### config.mk
export PLATFORM = sky130hd
export DESIGN_NAME = brd_ctrl
export DESIGN_NICKNAME = d
export VERILOG_FILES = /design/src/hdl/brd_pkg.sv /design/src/hdl/brd_ctrl.sv
export SDC_FILE = /design/constraint.sdc
export NUM_CORES = 1
export LEC_CHECK = 0
export BUFFER_PORTS_ARGS = -buffer_cell sky130_fd_sc_hd__buf_2
export CORE_AREA = 2 2 39 41
export DETAILED_ROUTE_END_ITERATION = 10
export DIE_AREA = 0 0 41 43
export HOLD_SLACK_MARGIN = 0.15
export SLEW_MARGIN = 10
export SYNTH_ARGS = -nofsm -noshare
export SYNTH_HDL_FRONTEND = slang
export SYNTH_SLANG_ARGS = --single-unit
export TNS_END_PERCENT = 100
### constraint.sdc
create_clock -name clk -period 1.8 [get_ports clk]
set_input_delay 0.36 -clock clk [delete_from_list [all_inputs] [get_ports clk]]
set_output_delay 0.36 -clock clk [all_outputs]
set_load 0.02 [all_outputs]
### src/hdl/brd_pkg.sv
// ---------------------------------------------------------------------------
// brd_pkg: shared types and constants of the binned RMS decimator
// Widths, action codes, controller states and the command/status bundles.
// ---------------------------------------------------------------------------
package brd_pkg;

  localparam int MAX_CHANNELS = 16;
  localparam int MAX_BIN      = 4096;

  localparam int CH_W      = $clog2(MAX_CHANNELS);
  localparam int SIB_W     = $clog2(MAX_BIN);
  localparam int NCH_REG_W = 5;
  localparam int BIN_REG_W = 13;
  localparam int CFG_IDX_W = 4;
  localparam int CFG_DAT_W = 13;
  localparam int SAMPLE_W  = 16;
  localparam int FRAC_W    = 8;
  localparam int CAL_W     = 40;
  localparam int CNT_W     = 24;
  localparam int MEAN_W    = 25;
  localparam int DIFF_W    = MEAN_W + 1;
  localparam int MAG_W     = MEAN_W;
  localparam int PROD_W    = 2 * MAG_W;
  localparam int SQ_W      = 62;
  localparam int DIV_W     = CNT_W;
  localparam int DCNT_W    = $clog2(SQ_W);
  localparam int RMS_W     = 24;

  localparam logic [CFG_IDX_W-1:0] REG_NUM_CHANNELS = CFG_IDX_W'(0);
  localparam logic [CFG_IDX_W-1:0] REG_BIN_SIZE     = CFG_IDX_W'(1);

  typedef enum logic [1:0] {
    ACT_CAL     = 2'd0,
    ACT_MEAS    = 2'd1,
    ACT_RESTART = 2'd2
  } action_t;

  typedef enum logic [3:0] {
    ST_IDLE,
    ST_DISPATCH,
    ST_CAL,
    ST_FSTART,
    ST_FDIV,
    ST_FWRITE,
    ST_FDONE,
    ST_MULT,
    ST_ACC,
    ST_BSTART,
    ST_BDIV,
    ST_SQRT_START,
    ST_SQRT,
    ST_EMIT,
    ST_ADVANCE
  } state_t;

  typedef struct packed {
    logic latch;
    logic clear;
    logic cal_add;
    logic div_start;
    logic div_bin;
    logic mean_write;
    logic freeze_done;
    logic mult;
    logic acc;
    logic sqrt_start;
    logic emit;
    logic advance;
  } brd_cmd_t;

  typedef struct packed {
    logic [1:0] action;
    logic       frozen;
    logic       count_full;
    logic       frz_last;
    logic       bin_end;
    logic       div_busy;
    logic       sqrt_busy;
    logic       out_free;
  } brd_status_t;

endpackage

### src/hdl/brd_ctrl.sv
// ---------------------------------------------------------------------------
// brd_ctrl: sequencer of the binned RMS decimator
// Steps each accepted item through calibration, freeze, accumulate, divide,
// square root and emit phases by issuing commands to the datapath.
// ---------------------------------------------------------------------------
module brd_ctrl (
  input  logic                 clk,
  input  logic                 rst,
  input  logic                 in_valid,
  output logic                 in_ready,
  input  brd_pkg::brd_status_t status,
  output brd_pkg::brd_cmd_t    cmd
);
  import brd_pkg::*;

  state_t state, state_next;

  always_ff @(posedge clk) begin
    if (rst) begin
      state <= ST_IDLE;
    end else begin
      state <= state_next;
    end
  end

  always_comb begin
    state_next = state;
    cmd        = '0;
    in_ready   = 1'b0;
    case (state)
      ST_IDLE: begin
        in_ready = 1'b1;
        if (in_valid) begin
          cmd.latch  = 1'b1;
          state_next = ST_DISPATCH;
        end
      end
      ST_DISPATCH: begin
        case (status.action)
          ACT_RESTART: begin
            cmd.clear  = 1'b1;
            state_next = ST_IDLE;
          end
          ACT_CAL: begin
            state_next = (status.frozen || status.count_full) ? ST_IDLE : ST_CAL;
          end
          ACT_MEAS: begin
            state_next = status.frozen ? ST_MULT : ST_FSTART;
          end
          default: state_next = ST_IDLE;
        endcase
      end
      ST_CAL: begin
        cmd.cal_add = 1'b1;
        state_next  = ST_IDLE;
      end
      ST_FSTART: begin
        cmd.div_start = 1'b1;
        state_next    = ST_FDIV;
      end
      ST_FDIV: begin
        if (!status.div_busy) state_next = ST_FWRITE;
      end
      ST_FWRITE: begin
        cmd.mean_write = 1'b1;
        state_next     = status.frz_last ? ST_FDONE : ST_FSTART;
      end
      ST_FDONE: begin
        cmd.freeze_done = 1'b1;
        state_next      = ST_MULT;
      end
      ST_MULT: begin
        cmd.mult   = 1'b1;
        state_next = ST_ACC;
      end
      ST_ACC: begin
        cmd.acc    = 1'b1;
        state_next = status.bin_end ? ST_BSTART : ST_ADVANCE;
      end
      ST_BSTART: begin
        cmd.div_start = 1'b1;
        cmd.div_bin   = 1'b1;
        state_next    = ST_BDIV;
      end
      ST_BDIV: begin
        if (!status.div_busy) state_next = ST_SQRT_START;
      end
      ST_SQRT_START: begin
        cmd.sqrt_start = 1'b1;
        state_next     = ST_SQRT;
      end
      ST_SQRT: begin
        if (!status.sqrt_busy) state_next = ST_EMIT;
      end
      ST_EMIT: begin
        // hold until the output register is free
        if (status.out_free) begin
          cmd.emit   = 1'b1;
          state_next = ST_ADVANCE;
        end
      end
      ST_ADVANCE: begin
        cmd.advance = 1'b1;
        state_next  = ST_IDLE;
      end
      default: state_next = ST_IDLE;
    endcase
  end

endmodule

==> insert_results.sql, run 1 <==
INSERT INTO impl_metrics (metric_group, metric, value, unit) VALUES
('run_status', 'status', 'complete, no violations', ''),
('setup_path', 'crit_fanout', '15', ''),
('clocking', 'tritoncts_clock_tree', 'built', ''),
('placed_design', 'detailedPlacementHpwl', '934', 'um'),
('final_layout', 'synthToLayoutAreaGrowth', '33.8', '%'),
('pwr', 'combPwrFrac', '0.396', ''),
('floorplanning', 'die-height', '43', 'um'),
('global_routing', 'gr-usage-met3', '0.0157', ''),
('route', 'drc', '0', ''),
('floorplanning', 'floorplan.io_pins', '25', ''),
('placed_design', 'io_buffer_count', '24', ''),
('logic_synthesis', 'syn_nets', '80', ''),
('run', 'max_cap_violations', '0', ''),
('pwr', 'power_frac_clock', '0.272', ''),
('setup_path', 'required', '1.44', 'ns'),
('global_routing', 'first_global_vias', '484', ''),
('sta', 'rsz0062_at_grt', 'false', ''),
('floorplanning', 'floorplan.initialDensity', '0.324', ''),
('route', 'postRouteAntennaNets', '0', ''),
('clocking', 'clkLatencyLatePin', '0.24', 'ns'),
('global_routing', 'met2_usage', '0.231', ''),
('final_layout', 'utilization', '0.433', ''),
('clocking', 'cts_sink_count', '4', ''),
('global_routing', 'overflow', '0', ''),
('global_routing', 'gr-max-usage-layer', 'met2', ''),
('floorplanning', 'placeableCoreArea', '0.00138', 'mm^2'),
('route', 'detail_route.first_pass.iterations', '4', ''),
('route', 'routedWlPerCell', '11.6', 'um'),
('logic_synthesis', 'syn_area_per_cell', '6.59', 'um^2'),
('placed_design', 'dp_slack', '0.187', 'ns'),
('final_layout', 'layout.filler_cells', '153', ''),
('setup_path', 'end_kind', 'output port', ''),
('setup_path', 'setup.worst_path.class', 'flop to output port', ''),
('logic_synthesis', 'synth.lib_cells_used.distinct', '25', ''),
('clocking', 'cts.path.max_buffers', '2', ''),
('sta', 'finalHoldViolCount', '0', ''),
('clocking', 'tritoncts.num_buffers', '3', ''),
('final_layout', 'largest_registers', 'state (4)', ''),
('logic_synthesis', 'yosys_warnings', '0', ''),
('route', 'detail_route.iter0.violations', '22', ''),
('floorplanning', 'die_w', '41', 'um'),
('logic_synthesis', 'number_of_enable_type_register_cells_in_the_synthesized_netlist', '0', ''),
('global_routing', 'use_met1', '0.219', ''),
('pwr', 'power.total', '0.411', 'mW'),
('sta', 'tightest_slew', '0.279', 'ns'),
('floorplanning', 'rows', '14', ''),
('pwr', 'net-switching-power', '0.161', 'mW'),
('setup_path', 'worstSetupStartpointType', 'flop', ''),
('sta', 'setup_slack', '0.133', 'ns'),
('final_layout', 'drive_above_1_share', '0.391', ''),
('clocking', 'htreeDepth', '1', ''),
('global_routing', 'grt_start_max_net_pins', '16', ''),
('logic_synthesis', 'synth_top_flop_cell', 'dfxtp_1', ''),
('hold_path', 'hp-class', 'input pin to flop', ''),
('final_layout', 'multi_input_comb_area', '329', 'um^2'),
('setup_path', 'worst-endpoint-arrival', '1.31', 'ns'),
('pwr', 'p_sw_frac', '0.391', ''),
('floorplanning', 'die_area', '0.00176', 'mm^2'),
('final_layout', 'number_of_flip_flops_under_the_largest_register_name', '4', ''),
('sta', 'max-slew-margin-rel', '0.812', ''),
('final_layout', 'antenna_cells_inserted', '0', ''),
('final_layout', 'largest_register', 'state', ''),
('sta', 'clock_skew', '0.00391', 'ns'),
('pwr', 'worst_ir_drop_on_vdd', '0.000421', 'V'),
('pwr', 'pwr_density_cell', '685', 'mW/mm^2'),
('sta', 'fmax', '600', 'MHz'),
('logic_synthesis', 'synth_sequential_area_ratio', '0.179', ''),
('pwr', 'p_leak', '0.271', 'nW'),
('route', 'via_count', '558', ''),
('clocking', 'clk_root_buffer_cell', 'clkbuf_4', ''),
('global_routing', 'initial_antenna_violation_count', '0', '');
final cells by class:
cell class,instances,share of cell area
well taps,16,0.0334
flip-flops and latches,4,0.142
multi-input cells,56,0.549
clock buffers,3,0.0376
inverters,4,0.0251
repair buffers,25,0.213
final timing paths:
| path | slack (ns) | endpoint | startpoint | cells past startpoint |
|---|---|---|---|---|
| max reg2reg | 0.33 | state[1]$_SDFFE_PP0P_ | state[3]$_SDFFE_PP0P_ | 5 |
| min reg2reg | 0.63 | state[3]$_SDFFE_PP0P_ | state[3]$_SDFFE_PP0P_ | 2 |
| max | 0.13 | cmd[10] | state[2]$_SDFFE_PP0P_ | 3 |
| min | 0.33 | state[1]$_SDFFE_PP0P_ | rst | 2 |
critical path, stage by stage (launching register included):
cell and delay, ns:
dfxtp_2 0.39, nor2_2 0.19, nor4bb_1 0.28, buf_2 0.20
cells in the final DEF, fill, tap and decap left out:
cell / instances
nor3b_1: 1
nor2_2: 1
xnor2_1: 1
nand4_1: 1
a21oi_2: 1
or3_1: 3
a211oi_1: 1
a21oi_1: 8
and4bb_1: 1
buf_2: 24
and2_1: 1
nand2b_4: 1
nor4_2: 1
nor4bb_1: 1
nor2_1: 14
nor3_1: 3
a31oi_1: 2
o21ai_0: 2
clkbuf_4: 3
a211o_1: 2
nand2b_1: 5
buf_4: 1
inv_1: 4
a311o_1: 1
nand2_1: 3
nand3_1: 2
dfxtp_2: 4
per-layer routing:
layer / vias to the layer above / part of all wire
met1: 241 / 0.46
met3: 3 / 0.083
met4: 0 / 0.017
li1: 287 / -
met5: - / 0
met2: 27 / 0.44
synth_stat cells (2+ instances only):
master,count,area [um^2]
or3_1,3,18.8
nand2_1,3,11.3
nand3_1,2,10.0
nand2b_1,6,37.5
dfxtp_1,4,80.1
a211o_1,2,17.5
nor3_1,3,15.0
nor2_1,14,52.6
inv_1,4,15.0
a31oi_1,2,12.5
o21ai_0,2,10.0
buf_4,2,15.0
buf_6,2,22.5
a21oi_1,8,40.0
cell families after synthesis:
| logic type | share of synthesized area |
|---|---|
| xor+xnor | 0.0196 |
| simple gates | 0.447 |
| compound gates | 0.237 |
| buf+inv | 0.117 |
| flops | 0.179 |
stage by stage:
step,std cells,instance area [um^2],hold slack (ns)
5_1_grt,108,599,0.328
6_report,108,599,0.326
3_3_place_gp,105,564,0.574
3_5_place_dp,105,564,0.567
4_1_cts,108,597,0.324
2_1_floorplan,68,454,0.422
power by group through the flow:
stage	sequential (mW)	combinational, mW	clock (mW)
global route	0.139	0.179	0.117
CTS	0.135	0.164	0.114
global placement	0.131	0.157	0
finish	0.136	0.163	0.112
detailed placement	0.131	0.158	0
floorplan	0.108	0.141	0
what timing repair did:
| action | CTS | global route |
|---|---|---|
| endpoints found under the setup margin | 2 | 3 |
| buffers inserted | 0 | 0 |
| resized for setup | 4 | 2 |
| cloned | 0 | 0 |
Note: power is estimated with default switching activity, not from simulation.
==> inputs of run 2 (changes only) <==
--- a/config.mk
+++ b/config.mk
@@ -5,12 +5,11 @@
 export SDC_FILE = /design/constraint.sdc
 export NUM_CORES = 1
 export LEC_CHECK = 0
-export BUFFER_PORTS_ARGS = -buffer_cell sky130_fd_sc_hd__buf_2
+export BUFFER_PORTS_ARGS = -buffer_cell sky130_fd_sc_hd__buf_4
 export CORE_AREA = 2 2 39 41
 export DETAILED_ROUTE_END_ITERATION = 10
 export DIE_AREA = 0 0 41 43
 export HOLD_SLACK_MARGIN = 0.15
-export SLEW_MARGIN = 10
 export SYNTH_ARGS = -nofsm -noshare
 export SYNTH_HDL_FRONTEND = slang
 export SYNTH_SLANG_ARGS = --single-unit
==> insert_results.sql, run 2 (synthesis gave the netlist of run 1 again) <==
INSERT INTO impl_metrics (metric_group, metric, value, unit) VALUES
('run_status', 'status', 'complete, no violations', ''),
('setup_path', 'rr_startpoint', 'state[3]$_SDFFE_PP0P_', ''),
('route', 'routedWlPerCell', '10.9', 'um'),
('hold_path', 'hold_start', 'rst', ''),
('setup_path', 'slowest_stage', 'dfxtp_2', ''),
('floorplanning', 'die-height', '43', 'um'),
('setup_path', 'timing.critical_path.cells', 'nor2_2 -> nor4bb_1 -> buf_4', ''),
('final_layout', 'layout.filler_cells', '147', ''),
('final_layout', 'number_of_flip_flops_under_the_largest_register_name', '4', ''),
('setup_path', 'worstSetupStartpointType', 'flop', ''),
('clocking', 'clk_root_buffer_cell', 'clkbuf_4', ''),
('final_layout', 'fin_nets', '106', ''),
('clocking', 'cts.repair.resized', '3', ''),
('setup_path', 'worst-endpoint-arrival', '1.31', 'ns'),
('final_layout', 'largest_register', 'state', ''),
('route', 'drc', '0', ''),
('global_routing', 'overflow', '0', ''),
('pwr', 'pwr_density_cell', '648', 'mW/mm^2'),
('floorplanning', 'rows', '14', ''),
('sta', 'setup_slack', '0.126', 'ns'),
('final_layout', 'largest_registers', 'state (4)', ''),
('final_layout', 'cell_count_final_fillers_out', '108', ''),
('final_layout', 'finalInstanceArea', '659', 'um^2'),
('route', 'detail_route.iter0.violations', '10', ''),
('placed_design', 'dp_slack', '0.207', 'ns'),
('final_layout', 'drive_above_1_share', '0.391', ''),
('placed_design', 'detailed_place.area', '624', 'um^2'),
('route', 'detail_route.first_pass.iterations', '4', ''),
('route', 'postRouteAntennaNets', '0', ''),
('floorplanning', 'floorplan.io_pins', '25', ''),
('sta', 'setup_tns', '0', 'ns'),
('sta', 'rsz0062_at_grt', 'false', ''),
('floorplanning', 'die_area', '0.00176', 'mm^2'),
('clocking', 'clkLatencyLatePin', '0.24', 'ns'),
('clocking', 'cts_sink_count', '4', ''),
('global_routing', 'first_global_vias', '420', ''),
('hold_path', 'timing.hold.worst_path_depth', '2', ''),
('clocking', 'htreeDepth', '1', ''),
('final_layout', 'antenna_cells_inserted', '0', ''),
('clocking', 'cts.path.max_buffers', '2', ''),
('setup_path', 'timing.reg2reg.setup_slack', '0.36', 'ns'),
('global_routing', 'global_route.usage.total', '0.142', ''),
('run', 'max_cap_violations', '0', ''),
('setup_path', 'timing.critical_path.slowest_cell_delay', '0.39', 'ns'),
('final_layout', 'synthToLayoutAreaGrowth', '47.2', '%'),
('setup_path', 'setup.worst_path.class', 'flop to output port', ''),
('floorplanning', 'die_w', '41', 'um'),
('global_routing', 'initial_antenna_violation_count', '0', ''),
('route', 'via_count', '562', ''),
('setup_path', 'crit_fanout', '15', ''),
('floorplanning', 'placeableCoreArea', '0.00138', 'mm^2'),
('clocking', 'cts.clk_slew.worst_paths', '0.04', 'ns'),
('route', 'post_drt_via_cell_ratio', '5.20', ''),
('pwr', 'p_leak', '0.281', 'nW'),
('pwr', 'worst_ir_drop_on_vdd', '0.000333', 'V'),
('clocking', 'setup_bufs_post_cts', '0', ''),
('route', 'sum_of_routed_wire_length_over_all_layers', '1180', 'um'),
('sta', 'layout_min_cycle_time', '1.67', 'ns'),
('final_layout', 'most-common-layout-cells', '25 x buf_4, 14 x nor2_1, 8 x a21oi_1, 5 x nand2b_1', ''),
('sta', 'post-route-period-util', '0.930', ''),
('placed_design', 'gp_routability_congestion', '0.787', ''),
('clocking', 'tritoncts_clock_tree', 'built', ''),
('floorplanning', 'floorplan.initialDensity', '0.324', ''),
('sta', 'clock_skew', '0.00502', 'ns'),
('placed_design', 'placedCellCount', '105', ''),
('clocking', 'tritoncts.num_buffers', '3', ''),
('sta', 'finalHoldViolCount', '0', ''),
('sta', 'max-slew-margin-rel', '0.813', ''),
('sta', 'report.final.setup_viol', '0', ''),
('final_layout', 'layout_commonest_cell', 'buf_4', ''),
('setup_path', 'end_kind', 'output port', ''),
('hold_path', 'hp-class', 'input pin to flop', ''),
('placed_design', 'detailedPlacementHpwl', '914', 'um'),
('clocking', 'cts_hold_buffers', '0', ''),
('global_routing', 'grt_pass1_wl', '1700', 'um'),
('setup_path', 'reg2regPathDepth', '5', ''),
('sta', 'fmax', '597', 'MHz'),
('setup_path', 'required', '1.44', 'ns'),
('hold_path', 'timing.hold.worst_endpoint', 'state[1]$_SDFFE_PP0P_', ''),
('placed_design', 'io_buffer_count', '24', ''),
('sta', 'tightest_slew', '0.278', 'ns'),
('sta', 'timing.final.max_slew_violations', '0', ''),
('setup_path', 'timing.rr.end', 'state[1]$_SDFFE_PP0P_', ''),
('global_routing', 'grt_start_max_net_pins', '16', '');
-- run 2: cell counts in the layout (fill, tap and decap cells not counted) --
No cell type changed its count.
-- run 2: where the power goes --
part | total, mW | switching [mW] | internal (mW)
registers | 0.135 | 0.0338 | 0.101
clock network | 0.114 | 0.0391 | 0.0747
logic | 0.178 | 0.0879 | 0.0904
total | 0.427 | 0.161 | 0.266
-- run 2: worst max path at each step --
stage	cells after the start	from	to	slack (ns)
final	3	state[2]$_SDFFE_PP0P_	cmd[10]	0.13
after global routing	3	state[2]$_SDFFE_PP0P_	cmd[10]	0.05
after CTS	3	state[1]$_SDFFE_PP0P_	cmd[10]	0.02
after detailed placement	5	state[0]$_SDFFE_PP0P_	state[1]$_SDFFE_PP0P_	0.21
after global placement	3	state[0]$_SDFFE_PP0P_	cmd[10]	0.16
after floorplan	3	state[3]$_SDFFE_PP0P_	cmd[10]	0.07
-- run 2: critical path: cells and delay by family, from the launching register on --
family | cells | cell delay (ns)
AND/OR/NAND/NOR | 2 | 0.49
flip-flops | 1 | 0.39
buffers and inverters | 1 | 0.19
-- run 2: through the flow --
stage | total power, mW | hold slack, ns | utilization
after global routing | 0.459 | 0.295 | 0.476
after global placement | 0.306 | 0.551 | 0.451
after CTS | 0.427 | 0.302 | 0.471
final | 0.427 | 0.297 | 0.476
after floorplan | 0.249 | 0.422 | -
after detailed placement | 0.305 | 0.554 | 0.451
-- run 2: layer usage --
metal	GRT usage	vias up	wire, um	part of all wire
li1	-	291	-	-
met1	0.180	241	540	0.46
met2	0.206	28	500	0.43
met3	0.0366	2	110	0.094
met4	0.0800	0	24	0.020
met5	0	-	0	0
-- run 2: area by class of cell --
cell class / count / area [um^2] / share of cell area
clock buffer: 3 / 22.5 / 0.0342
inverter: 4 / 15.0 / 0.0228
multi-input combinational: 56 / 329 / 0.499
sequential: 4 / 85.1 / 0.129
tap: 16 / 20.0 / 0.0304
timing repair buffer: 25 / 188 / 0.285
